$ cat src/rtl/dppb_pkg.sv
// types and constants shared by the ping-pong buffer controller
// no dependencies
`default_nettype none

package dppb_pkg;

  localparam int unsigned LEN_W    = 17;
  localparam int unsigned WORD_W   = 32;
  localparam int unsigned PADDR_W  = 4;
  localparam logic [LEN_W-1:0] BUF_SIZE_RESET = 17'd1024;

  typedef enum logic [2:0] {
    OP_START     = 3'd0,
    OP_WRITE     = 3'd1,
    OP_DMA_EVENT = 3'd2,
    OP_STOP      = 3'd3,
    OP_STATUS    = 3'd4
  } op_t;

  typedef enum logic [1:0] {
    MODE_READY    = 2'd0,
    MODE_BUSY     = 2'd1,
    MODE_COMPLETE = 2'd2,
    MODE_ERROR    = 2'd3
  } mode_t;

  localparam logic [1:0] REG_BASE_A   = 2'd0;
  localparam logic [1:0] REG_BASE_B   = 2'd1;
  localparam logic [1:0] REG_BUF_SIZE = 2'd2;

  typedef struct packed {
    logic [2:0]        op;
    logic [WORD_W-1:0] xfer_total;
    logic [LEN_W-1:0]  request_len;
    logic              engine_busy;
    logic              tc_flag;
    logic              err_flag;
  } in_t;

  typedef struct packed {
    logic              accepted;
    logic [LEN_W-1:0]  copy_bytes;
    logic [WORD_W-1:0] fill_addr;
    logic              start_xfer;
    logic [WORD_W-1:0] xfer_addr;
    logic [LEN_W-1:0]  xfer_len;
    logic              stop_xfer;
    logic              complete_event;
    logic              error_event;
    logic [1:0]        run_state;
    logic [WORD_W-1:0] remaining;
    logic [LEN_W-1:0]  space_left;
  } out_t;

  typedef struct packed {
    logic [WORD_W-1:0] base_a;
    logic [WORD_W-1:0] base_b;
    logic [LEN_W-1:0]  size_bytes;
  } cfg_t;

endpackage

`default_nettype wire

$ cat src/rtl/dppb_cfg.sv
// apb register file: buffer bases and buffer size
// depends on dppb_pkg
`default_nettype none

module dppb_cfg (
  input  wire logic                          clk,
  input  wire logic                          rst_n,
  input  wire logic                          psel,
  input  wire logic                          penable,
  input  wire logic                          pwrite,
  input  wire logic [dppb_pkg::PADDR_W-1:0]  paddr,
  input  wire logic [dppb_pkg::WORD_W-1:0]   pwdata,
  output logic      [dppb_pkg::WORD_W-1:0]   prdata,
  output logic                               pready,
  output dppb_pkg::cfg_t                     cfg
);
  import dppb_pkg::*;

  logic [WORD_W-1:0] base_a_r;
  logic [WORD_W-1:0] base_b_r;
  logic [LEN_W-1:0]  size_bytes_r;
  logic              wr_en;
  logic [1:0]        reg_idx;

  assign pready  = 1'b1;
  assign wr_en   = psel && penable && pwrite;
  assign reg_idx = paddr[3:2];

  always_ff @(posedge clk) begin
    if (!rst_n) begin
      base_a_r     <= '0;
      base_b_r     <= '0;
      size_bytes_r <= BUF_SIZE_RESET;
    end else if (wr_en) begin
      unique case (reg_idx)
        REG_BASE_A:   base_a_r     <= pwdata;
        REG_BASE_B:   base_b_r     <= pwdata;
        REG_BUF_SIZE: size_bytes_r <= pwdata[LEN_W-1:0];
        default: ;
      endcase
    end
  end

  always_comb begin
    unique case (reg_idx)
      REG_BASE_A:   prdata = base_a_r;
      REG_BASE_B:   prdata = base_b_r;
      REG_BUF_SIZE: prdata = {{(WORD_W-LEN_W){1'b0}}, size_bytes_r};
      default:      prdata = '0;
    endcase
  end

  assign cfg.base_a     = base_a_r;
  assign cfg.base_b     = base_b_r;
  assign cfg.size_bytes = size_bytes_r;

endmodule

`default_nettype wire

$ cat src/rtl/dma_ping_pong_buffer_controller.sv
// ping-pong dma transmit controller: top level with beat pipeline and control state
// depends on dppb_pkg and dppb_cfg
//
// usage:
//   in_valid/in_ready/in_data carry one command beat: start, write, dma event,
//   stop or status. every accepted beat yields exactly one result beat on
//   out_valid/out_ready/out_data, in order.
//   the apb port (psel..pready) holds buffer base a, base b and buffer size;
//   write it only while no beat is in flight.
//   a beat accepted into the input register is processed and placed in the
//   result register when that register is free or out_ready is high;
//   out_valid rises once the result register holds it.
//   throughput: one beat per cycle while out_ready is high; the input register
//   and the result register decouple the sides, and the control state updates
//   in the same cycle that builds the result.
//   stall: while out_ready is low the result register holds, the input
//   register fills, and in_ready drops once both are occupied.
//   reset (rst_n low, synchronous): run state ready, counters and marks
//   cleared, registers back to their reset values, both stages empty.
`default_nettype none

module dma_ping_pong_buffer_controller #(
  parameter int unsigned MAX_BUFFER_BYTES = 65536
) (
  input  wire logic                          clk,
  input  wire logic                          rst_n,
  input  wire logic                          in_valid,
  output logic                               in_ready,
  input  wire dppb_pkg::in_t                 in_data,
  output logic                               out_valid,
  input  wire logic                          out_ready,
  output dppb_pkg::out_t                     out_data,
  input  wire logic                          psel,
  input  wire logic                          penable,
  input  wire logic                          pwrite,
  input  wire logic [dppb_pkg::PADDR_W-1:0]  paddr,
  input  wire logic [dppb_pkg::WORD_W-1:0]   pwdata,
  output logic      [dppb_pkg::WORD_W-1:0]   prdata,
  output logic                               pready
);
  import dppb_pkg::*;

  localparam logic [WORD_W-1:0] MaxBytes = WORD_W'(MAX_BUFFER_BYTES);
  localparam logic [LEN_W-1:0]  MaxLen   = LEN_W'(MAX_BUFFER_BYTES);

  cfg_t cfg;

  dppb_cfg u_cfg (
    .clk     (clk),
    .rst_n   (rst_n),
    .psel    (psel),
    .penable (penable),
    .pwrite  (pwrite),
    .paddr   (paddr),
    .pwdata  (pwdata),
    .prdata  (prdata),
    .pready  (pready),
    .cfg     (cfg)
  );

  // beat pipeline
  in_t  in_r;
  logic in_v_r;
  out_t out_r;
  logic out_v_r;
  out_t res_nxt;
  logic adv;

  assign adv       = in_v_r && (!out_v_r || out_ready);
  assign in_ready  = !in_v_r || adv;
  assign out_valid = out_v_r;
  assign out_data  = out_r;

  always_ff @(posedge clk) begin
    if (!rst_n) begin
      in_v_r  <= 1'b0;
      out_v_r <= 1'b0;
    end else begin
      if (in_ready) in_v_r <= in_valid;
      if (adv) out_v_r <= 1'b1;
      else if (out_ready) out_v_r <= 1'b0;
    end
  end

  always_ff @(posedge clk) begin
    if (in_valid && in_ready) in_r <= in_data;
    if (adv) out_r <= res_nxt;
  end

  // control state
  mode_t             mode_r, mode_nxt;
  logic              fill_sel_r, fill_sel_nxt;
  logic [LEN_W-1:0]  fill_count_r, fill_count_nxt;
  logic [WORD_W-1:0] bytes_left_r, bytes_left_nxt;
  logic              ready_a_r, ready_a_nxt;
  logic              ready_b_r, ready_b_nxt;
  logic              tx_active_r, tx_active_nxt;
  logic              tx_sel_r, tx_sel_nxt;
  logic [LEN_W-1:0]  tx_len_r, tx_len_nxt;

  always_ff @(posedge clk) begin
    if (!rst_n) begin
      mode_r       <= MODE_READY;
      fill_sel_r   <= 1'b0;
      fill_count_r <= '0;
      bytes_left_r <= '0;
      ready_a_r    <= 1'b0;
      ready_b_r    <= 1'b0;
      tx_active_r  <= 1'b0;
      tx_sel_r     <= 1'b0;
      tx_len_r     <= '0;
    end else if (adv) begin
      mode_r       <= mode_nxt;
      fill_sel_r   <= fill_sel_nxt;
      fill_count_r <= fill_count_nxt;
      bytes_left_r <= bytes_left_nxt;
      ready_a_r    <= ready_a_nxt;
      ready_b_r    <= ready_b_nxt;
      tx_active_r  <= tx_active_nxt;
      tx_sel_r     <= tx_sel_nxt;
      tx_len_r     <= tx_len_nxt;
    end
  end

  // effective buffer size, clamped to 1..MAX_BUFFER_BYTES
  logic [LEN_W-1:0] eff_size;

  always_comb begin
    if (cfg.size_bytes == '0) begin
      eff_size = LEN_W'(1);
    end else if ({{(WORD_W-LEN_W){1'b0}}, cfg.size_bytes} > MaxBytes) begin
      eff_size = MaxLen;
    end else begin
      eff_size = cfg.size_bytes;
    end
  end

  function automatic logic [LEN_W-1:0] free_of(
    input mode_t            md,
    input logic             txa,
    input logic             txs,
    input logic             fsel,
    input logic [LEN_W-1:0] fc,
    input logic [LEN_W-1:0] sz
  );
    logic [LEN_W-1:0] r;
    r = '0;
    if (md == MODE_BUSY && !(txa && txs == fsel) && fc < sz) r = sz - fc;
    return r;
  endfunction

  logic [LEN_W-1:0]  free_cur;
  logic [WORD_W-1:0] fill_base;
  logic [WORD_W-1:0] eff_size_w;
  logic [WORD_W-1:0] tx_len_w;
  logic [WORD_W-1:0] done_bytes;
  logic [WORD_W-1:0] left_after;
  logic [LEN_W-1:0]  copy_c;
  logic [LEN_W-1:0]  fc_sum;
  logic              ra_now;

  assign free_cur   = free_of(mode_r, tx_active_r, tx_sel_r, fill_sel_r, fill_count_r,
                              eff_size);
  assign fill_base  = fill_sel_r ? cfg.base_b : cfg.base_a;
  assign eff_size_w = {{(WORD_W-LEN_W){1'b0}}, eff_size};
  assign tx_len_w   = {{(WORD_W-LEN_W){1'b0}}, tx_len_r};
  assign done_bytes = (tx_len_w > bytes_left_r) ? bytes_left_r : tx_len_w;
  assign left_after = bytes_left_r - done_bytes;
  assign copy_c     = (in_r.request_len > free_cur) ? free_cur : in_r.request_len;
  assign fc_sum     = fill_count_r + copy_c;
  assign ra_now     = ready_a_r || !fill_sel_r;

  logic acc_f, start_f, stop_f, compl_f, err_f;

  // next state
  always_comb begin
    mode_nxt       = mode_r;
    fill_sel_nxt   = fill_sel_r;
    fill_count_nxt = fill_count_r;
    bytes_left_nxt = bytes_left_r;
    ready_a_nxt    = ready_a_r;
    ready_b_nxt    = ready_b_r;
    tx_active_nxt  = tx_active_r;
    tx_sel_nxt     = tx_sel_r;
    tx_len_nxt     = tx_len_r;
    acc_f          = 1'b0;
    start_f        = 1'b0;
    stop_f         = 1'b0;
    compl_f        = 1'b0;
    err_f          = 1'b0;
    unique case (op_t'(in_r.op))
      OP_START: begin
        if (mode_r != MODE_BUSY) begin
          bytes_left_nxt = in_r.xfer_total;
          fill_count_nxt = '0;
          mode_nxt       = MODE_BUSY;
          ready_a_nxt    = 1'b0;
          ready_b_nxt    = 1'b0;
          fill_sel_nxt   = 1'b0;
          tx_active_nxt  = 1'b0;
          acc_f          = 1'b1;
        end
      end
      OP_WRITE: begin
        if (mode_r == MODE_BUSY && free_cur != '0) begin
          acc_f          = 1'b1;
          fill_count_nxt = fc_sum;
          if (fc_sum >= eff_size
              || {{(WORD_W-LEN_W){1'b0}}, fc_sum} >= bytes_left_r) begin
            if (!fill_sel_r) ready_a_nxt = 1'b1;
            else ready_b_nxt = 1'b1;
            fill_sel_nxt   = !fill_sel_r;
            fill_count_nxt = '0;
            if (!tx_active_r && !in_r.engine_busy) begin
              start_f       = 1'b1;
              tx_active_nxt = 1'b1;
              tx_sel_nxt    = !ra_now;
              if (ra_now) ready_a_nxt = 1'b0;
              else ready_b_nxt = 1'b0;
              tx_len_nxt = (bytes_left_r > eff_size_w) ? eff_size
                                                       : bytes_left_r[LEN_W-1:0];
            end
          end
        end
      end
      OP_DMA_EVENT: begin
        if (mode_r == MODE_BUSY) begin
          if (in_r.tc_flag) begin
            bytes_left_nxt = left_after;
            tx_active_nxt  = 1'b0;
            tx_len_nxt     = '0;
            if (left_after == '0) begin
              mode_nxt = MODE_COMPLETE;
              stop_f   = 1'b1;
              compl_f  = 1'b1;
            end else if (ready_a_r || ready_b_r) begin
              start_f       = 1'b1;
              tx_active_nxt = 1'b1;
              tx_sel_nxt    = !ready_a_r;
              if (ready_a_r) ready_a_nxt = 1'b0;
              else ready_b_nxt = 1'b0;
              tx_len_nxt = (left_after > eff_size_w) ? eff_size : left_after[LEN_W-1:0];
            end
          end
          if (in_r.err_flag) begin
            mode_nxt = MODE_ERROR;
            stop_f   = 1'b1;
            err_f    = 1'b1;
          end
        end
      end
      OP_STOP: begin
        stop_f         = 1'b1;
        mode_nxt       = MODE_READY;
        bytes_left_nxt = '0;
        tx_active_nxt  = 1'b0;
        ready_a_nxt    = 1'b0;
        ready_b_nxt    = 1'b0;
        fill_count_nxt = '0;
      end
      default: ;
    endcase
  end

  // result beat
  always_comb begin
    res_nxt                = '0;
    res_nxt.accepted       = acc_f;
    res_nxt.start_xfer     = start_f;
    res_nxt.stop_xfer      = stop_f;
    res_nxt.complete_event = compl_f;
    res_nxt.error_event    = err_f;
    if (acc_f && op_t'(in_r.op) == OP_WRITE) begin
      res_nxt.copy_bytes = copy_c;
      res_nxt.fill_addr  = fill_base + {{(WORD_W-LEN_W){1'b0}}, fill_count_r};
    end
    if (start_f) begin
      res_nxt.xfer_addr = tx_sel_nxt ? cfg.base_b : cfg.base_a;
      res_nxt.xfer_len  = tx_len_nxt;
    end
    res_nxt.run_state  = mode_nxt;
    res_nxt.remaining  = bytes_left_nxt;
    res_nxt.space_left = free_of(mode_nxt, tx_active_nxt, tx_sel_nxt, fill_sel_nxt,
                                 fill_count_nxt, eff_size);
  end

endmodule

`default_nettype wire

$ cat config.mk
export PLATFORM = sky130hd
export DESIGN_NAME = dma_ping_pong_buffer_controller
export DESIGN_NICKNAME = d
export VERILOG_FILES = /design/src/rtl/dppb_pkg.sv /design/src/rtl/dppb_cfg.sv /design/src/rtl/dma_ping_pong_buffer_controller.sv
export SDC_FILE = /design/constraint.sdc
export NUM_CORES = 1
export LEC_CHECK = 0
export ABC_AREA = 1
export BUFFER_PORTS_ARGS = -buffer_cell sky130_fd_sc_hd__buf_4
export CORE_ASPECT_RATIO = 0.5
export CORE_MARGIN = 1
export CORE_UTILIZATION = 32
export DETAILED_ROUTE_END_ITERATION = 8
export RECOVER_POWER = 50
export SYNTH_ARGS = -nofsm -noshare
export SYNTH_HDL_FRONTEND = slang
export SYNTH_SLANG_ARGS = --single-unit
$ cat constraint.sdc
create_clock -name clk -period 21.8 [get_ports clk]
set_clock_uncertainty 0.2 [all_clocks]
set_input_delay 1.09 -clock clk [delete_from_list [all_inputs] [get_ports clk]]
set_output_delay 1.09 -clock clk [all_outputs]
set_load 0.03 [all_outputs]
# After elaboration in Yosys (flattened, before gate mapping)
# Cells that the tools add are included.
# op_classes
n_reduce_logical	40
order_cmp	9
add_sub_neg	5
muxes	92
n_eq_ne	18
# ops
operator	n
2-to-1 mux 17 bit	16
2-to-1 mux 32 bit	6
one-hot mux 32 bit (3 select lines)	2
greater-than comparator 32 x 17 -> 1 bit	2
2-to-1 mux 1 bit	52
one-hot mux 17 bit (3 select lines)	1
less-than comparator 17 bit	2
one-hot mux 17 bit (2 select lines)	1
subtractor 17 bit	2
adder 32 x 17 -> 32 bit	1
greater-or-equal comparator 17 x 32 -> 1 bit	1
greater-than comparator 17 x 32 -> 1 bit	1
logical NOT 32 bit	1
subtractor 32 bit	1
adder 17 bit	1
greater-or-equal comparator 17 bit	1
greater-than comparator 17 bit	1
greater-than comparator 17 bit (second input constant)	1
logical NOT 17 bit	1
nonzero test 17 bit	1
!= test 2 bit (second input constant)	8
logical AND 1 bit	13
one-hot mux 1 bit (4 select lines)	3
2-to-1 mux 2 bit	5
17 further kinds	40
# totals
wordCells	196
input_bits	98
out_inout_bits	189
register_bits	365

# Longest topological paths before layout
# logic_depth
word_depth	19
depth_mapped	74
depth_no_buf	71

# Hierarchy
# A second synthesis with hierarchy kept.
# unflattened
cells_unflattened	3400
area_unflattened_um2	24922.7
# by_module_without_submodules
mod	cells_per_inst	n_inst	area_per_inst_um2
dma_ping_pong_buffer_controller	2825	1	21162.8
dppb_cfg	575	1	3759.9

# Worst setup path after synthesis
# Ideal clock, no wire load.
# synth_path
path_type	register -> register
startpoint	register u_cfg.size_bytes_r[10]
endpoint	register out_r (netlist bit out_data[14]) (data pin)
path_buffers	2
setup_ps	253
t_arrival_ps	9016
setup_slack_ps	12331
path_stages_with_launch	69
path_cell_list	dfxtp_1 inv_1 nand3_1 nor3_1 nand3_1 nand2_1 inv_1 nor2_1 ha_1 nand2_1 nor2_1 nand2_1 clkinv_1 a31oi_2 nand2_4 inv_2 buf_6 nand3_1 (+33 left out) inv_2 buf_6 nand2_1 o21ai_1 inv_1 ha_1 nand2_1 o21ai_0 a221oi_1 nor2_1 nor2_1 nand2_1 a21boi_0 o21ai_0 a31oi_1 xor2_1 inv_1 nor2_1
# synth_via
elab_chain_cells	19
# synth_rtl
element	line	source
start, declared	dppb_cfg.sv:21	logic [LEN_W-1:0] size_bytes_r;
start signal, assigned	dppb_cfg.sv:38	REG_BUF_SIZE: size_bytes_r <= pwdata[LEN_W-1:0];
greater-than comparator 17 bit	dma_ping_pong_buffer_controller.sv:131	end else if ({{(WORD_W-LEN_W){1'b0}}, cfg.size_bytes} > MaxBytes) begin
2-to-1 mux 17 bit	dma_ping_pong_buffer_controller.sv:131	
2-to-1 mux 17 bit (*)	dma_ping_pong_buffer_controller.sv:129	if (cfg.size_bytes == '0) begin
less-than comparator 17 bit	dma_ping_pong_buffer_controller.sv:148	if (md == MODE_BUSY && !(txa && txs == fsel) && fc < sz) r = sz - fc;
logical AND 1 bit	dma_ping_pong_buffer_controller.sv:148	
2-to-1 mux 17 bit (*)	dma_ping_pong_buffer_controller.sv:148	
greater-than comparator 17 bit	dma_ping_pong_buffer_controller.sv:169	assign copy_c = (in_r.request_len > free_cur) ? free_cur : in_r.request_len;
2-to-1 mux 17 bit (*)	dma_ping_pong_buffer_controller.sv:169	
net copy_c[0]	dma_ping_pong_buffer_controller.sv:158	logic [LEN_W-1:0] copy_c;
adder 17 bit (*)	dma_ping_pong_buffer_controller.sv:170	assign fc_sum = fill_count_r + copy_c;
branches (longest 10 deep; another with greater-or-equal comparator 17 x 32 -> 1 bit)	n/a	
end signal, assigned	dma_ping_pong_buffer_controller.sv:87	if (adv) out_r <= res_nxt;
end, declared	dma_ping_pong_buffer_controller.sv:64	out_t out_r;
# Mark *: on every way through the listed nets, which the timed path passes.
# A chain may end at the register's enable or synchronous reset.

# Worst setup path after layout
# layout_path
startpoint	register u_cfg.size_bytes_r[14]
endpoint	register out_r (netlist bit out_data[14]) (data pin)
# The elaborated chain is that of the path after synthesis.

==> impl_metrics.csv <==
group,metric,value,unit
outcome,outcome,"finished with violations",
outcome,violations,"DRC, capacitance limit, slew limit",
timing,setup_viol,0,
layout,fin_nets,3880,
global_routing,antenna_found_initial,1,
drt,wirelength,88100,µm
logic_synthesis,synth-xor-area-share,1.80,%
clocking,clock_latency,620,ps
logic_synthesis,synthSimpleGateAreaFrac,21.8,%
timing,worst_pin_slew,3690,ps
die,die_y,199,µm
place,place_hpwl,68000,µm
clocking,post_cts_buffers,0,
worst_setup_path,cp-start-kind,"flip-flop",
drt,drc,16,
worst_setup_path,path_class,"flip-flop to flip-flop",
logic_synthesis,avgSynthCellArea,7.41,µm²
timing,period_needed,12950,ps
worst_setup_path,worstPathArrival,13100,ps
layout,drive_gt1_share,7.76,%
logic_synthesis,syn-num-nets,3649,
flow_run,drv_cap,6,
place,placed_cells,4570,
place,port_buffers,283,
place,place_congestion,0.923,
timing,whs,275,ps
clocking,cts_root_buffer,"clkbuf_16",
layout,final_area,28700,µm²
layout,stdcell_count,4642,
drt,num_vias,24000,
global_routing,grt_pass1_vias,22200,
die,initial_utilization,32.7,%
logic_synthesis,yosysTopAreaCell,"edfxtp_1",
logic_synthesis,synth_top_family_by_area,"simple AND/OR/NAND/NOR gates",
drt,drt_pass1_iterations,8,
timing,finalWorstSetupSlack,8850,ps
layout,seqCellArea,9400,µm²
clocking,cts.sinks,365,
global_routing,grt_pass1_wl,132000,µm
die,dieArea,78900,µm²
die,coreArea,76000,µm²
clocking,path_clk_slew,70,ps
worst_setup_path,critPathMaxStageDelay,640,ps
logic_synthesis,yosysTopAreaCellShare,25.2,%
place,placed_area,27900,µm²
worst_setup_path,end_kind,"flip-flop",
logic_synthesis,synth_top_cells_by_area,"edfxtp_1, dfxtp_1, nand2_1",
timing,grt_setup_unrepaired,"no",
logic_synthesis,yosysMostFrequentCell,"nand2_1",
timing,finalCritPeriodShare,59.4,%
power,p_leak,12.7,nW
layout,syn_to_final_growth,15.4,%
worst_setup_path,crit_fanout,24,
global_routing,track_usage,21.7,%
die,pin_count,287,
place,place_worst_setup_slack,9020,ps
timing,slew_headroom,-146,%
worst_setup_path,worst-path-buf-inv,9,
power,vdd_drop_max,0.0524,mV
clocking,holdBufCountCts,0,
logic_synthesis,synth_edf_count,209,
drt,avgViaCountPerCell,5.18,
logic_synthesis,synthArstFlopShare,0,%
logic_synthesis,synth_mux_area_share,0,%
clocking,cts_tree,"built",
layout,diodes,0,
die,core.rowCount,71,
power,p_per_area,76.2,nW/µm²
logic_synthesis,yosys.area_share.adder,9.86,%
logic_synthesis,synthCells,3358,
worst_setup_path,critPathSlowestCell,"nor2_1",
logic_synthesis,synthTopCellsByCount,"nand2_1, inv_1, a21oi_1",
clocking,ctsHtreeMaxLevel,2,
timing,final-hold-violation-count,0,
layout,num-fill-cells,8159,
clocking,cts_made_buffers,39,
logic_synthesis,ys_seq_area_share,37.8,%
logic_synthesis,yosysWarnings,0,
drt,ant_nets,0,
global_routing,grt_max_degree,87,
worst_setup_path,cp_data_required_time,21950,ps
timing,slew_viol_final,356,
drt,routedWlPerCell,19.0,µm
logic_synthesis,ys.flop_type,"edfxtp_1",
timing,setup-tns-final,0,ps
logic_synthesis,ys_ff_latch,365,
timing,max_freq,77.2,MHz
min_path,min_path_type,"flip-flop to flip-flop",
worst_setup_path,cp_common_cell,"nand2_1",
drt,drtIter0Drc,2029,
logic_synthesis,synth_compound_area_share,19.3,%
layout,multi_input_area,13100,µm²
worst_setup_path,crit_family,"simple AND/OR/NAND/NOR gates",
clocking,clk_path_buf_depth,3,
clocking,post_cts_resized,0,
die,chipWidth,396,µm
logic_synthesis,syn-cell-area,24900,µm²
logic_synthesis,yosysUniqueCellTypes,61,
global_routing,overflow,0,
final timing paths:
kind / startpoint / endpoint / slack, ps / cells past startpoint
worst min-delay path: ready_b_r / ready_b_r / 280 / 2
worst max-delay path: u_cfg.size_bytes_r[14] / out_data[14] / 8850 / 60
worst max register to register: u_cfg.size_bytes_r[14] / out_data[14] / 8850 / 60
worst min register to register: ready_b_r / ready_b_r / 280 / 2
power by group:
part	leakage, nW	total, W	internal, W	switching [W]
Combinational	8.73	0.000666	0.000199	0.000467
Sequential	3.32	0.000786	0.000764	0.0000223
Clock	0.666	0.000735	0.000414	0.000321
cell families (layout without fill, tap and decap cells):
group | after synthesis | in the layout
other cells | 1 | 1
compound gates | 865 | 865
fa+ha+maj | 193 | 193
buf+inv | 607 | 869
flops | 365 | 365
simple gates | 1276 | 1276
xor+xnor | 51 | 51
layout by cell type (no fill, tap or decap), types with 8 or more instances in the layout:
| master | n |
|---|---|
| xor2_1 | 32 |
| edfxtp_1 | 209 |
| a21oi_1 | 333 |
| nand3_1 | 155 |
| nor2_1 | 260 |
| nand2_1 | 704 |
| o22ai_1 | 36 |
| dfxtp_1 | 155 |
| buf_4 | 86 |
| a21oi_2 | 10 |
| nand4_1 | 46 |
| o21a_1 | 40 |
| inv_2 | 12 |
| o21ai_1 | 21 |
| and3_1 | 9 |
| clkbuf_16 | 39 |
| clkinv_1 | 8 |
| nor3_1 | 36 |
| o211ai_1 | 21 |
| xnor2_1 | 19 |
| o221ai_1 | 10 |
| ha_1 | 188 |
| clkbuf_4 | 55 |
| clkbuf_1 | 168 |
| inv_1 | 474 |
| a22oi_1 | 35 |
| nor2_2 | 18 |
| o21ai_0 | 324 |
cell type report:
| cell class | count | share of cell area, % |
|---|---|---|
| inverter | 493 | 6.45 |
| tap | 1022 | 4.45 |
| multi-input combinational | 2386 | 45.7 |
| timing repair buffer | 304 | 5.82 |
| sequential | 365 | 32.7 |
| clock inverter | 27 | 1.33 |
| clock buffer | 45 | 3.51 |
worst register-to-register path: cells and delay by family, from the launching register on:
| family | cells | cell delay, ps |
|---|---|---|
| adder cells (fa/ha/maj) | 5 | 1970 |
| AND/OR/NAND/NOR | 29 | 5170 |
| XOR/XNOR | 2 | 560 |
| AO/OA/AOI/OAI | 15 | 3260 |
| buffers and inverters | 9 | 1230 |
| flip-flops | 1 | 300 |
state kept, by name (all words and copies together) (netlist names):
name and cells:
bytes_left_r 32, fill_count_r 17, fill_sel_r 1, in_r 55, in_v_r 1, mode_r 2
out_data 154, out_valid 1, ready_a_r 1, ready_b_r 1, tx_active_r 1, tx_len_r 17
tx_sel_r 1, u_cfg.base_a_r 32, u_cfg.base_b_r 32, u_cfg.size_bytes_r 17
metrics by stage:
stage	power [W]	util [%]
6_report	0.00219	37.8
3_3_place_gp	0.00146	36.8
4_1_cts	0.00221	38.6
2_1_floorplan	0.00126	-
5_1_grt	0.00231	37.8
3_5_place_dp	0.00147	36.8
metal layers:
metal | part of all wire [%] | global-route usage [%]
met5 | 0 | 0
met4 | 1.4 | 4.28
met3 | 6.3 | 2.94
met2 | 46 | 36.0
met1 | 46 | 30.3
(Power assumes the default switching activity.)
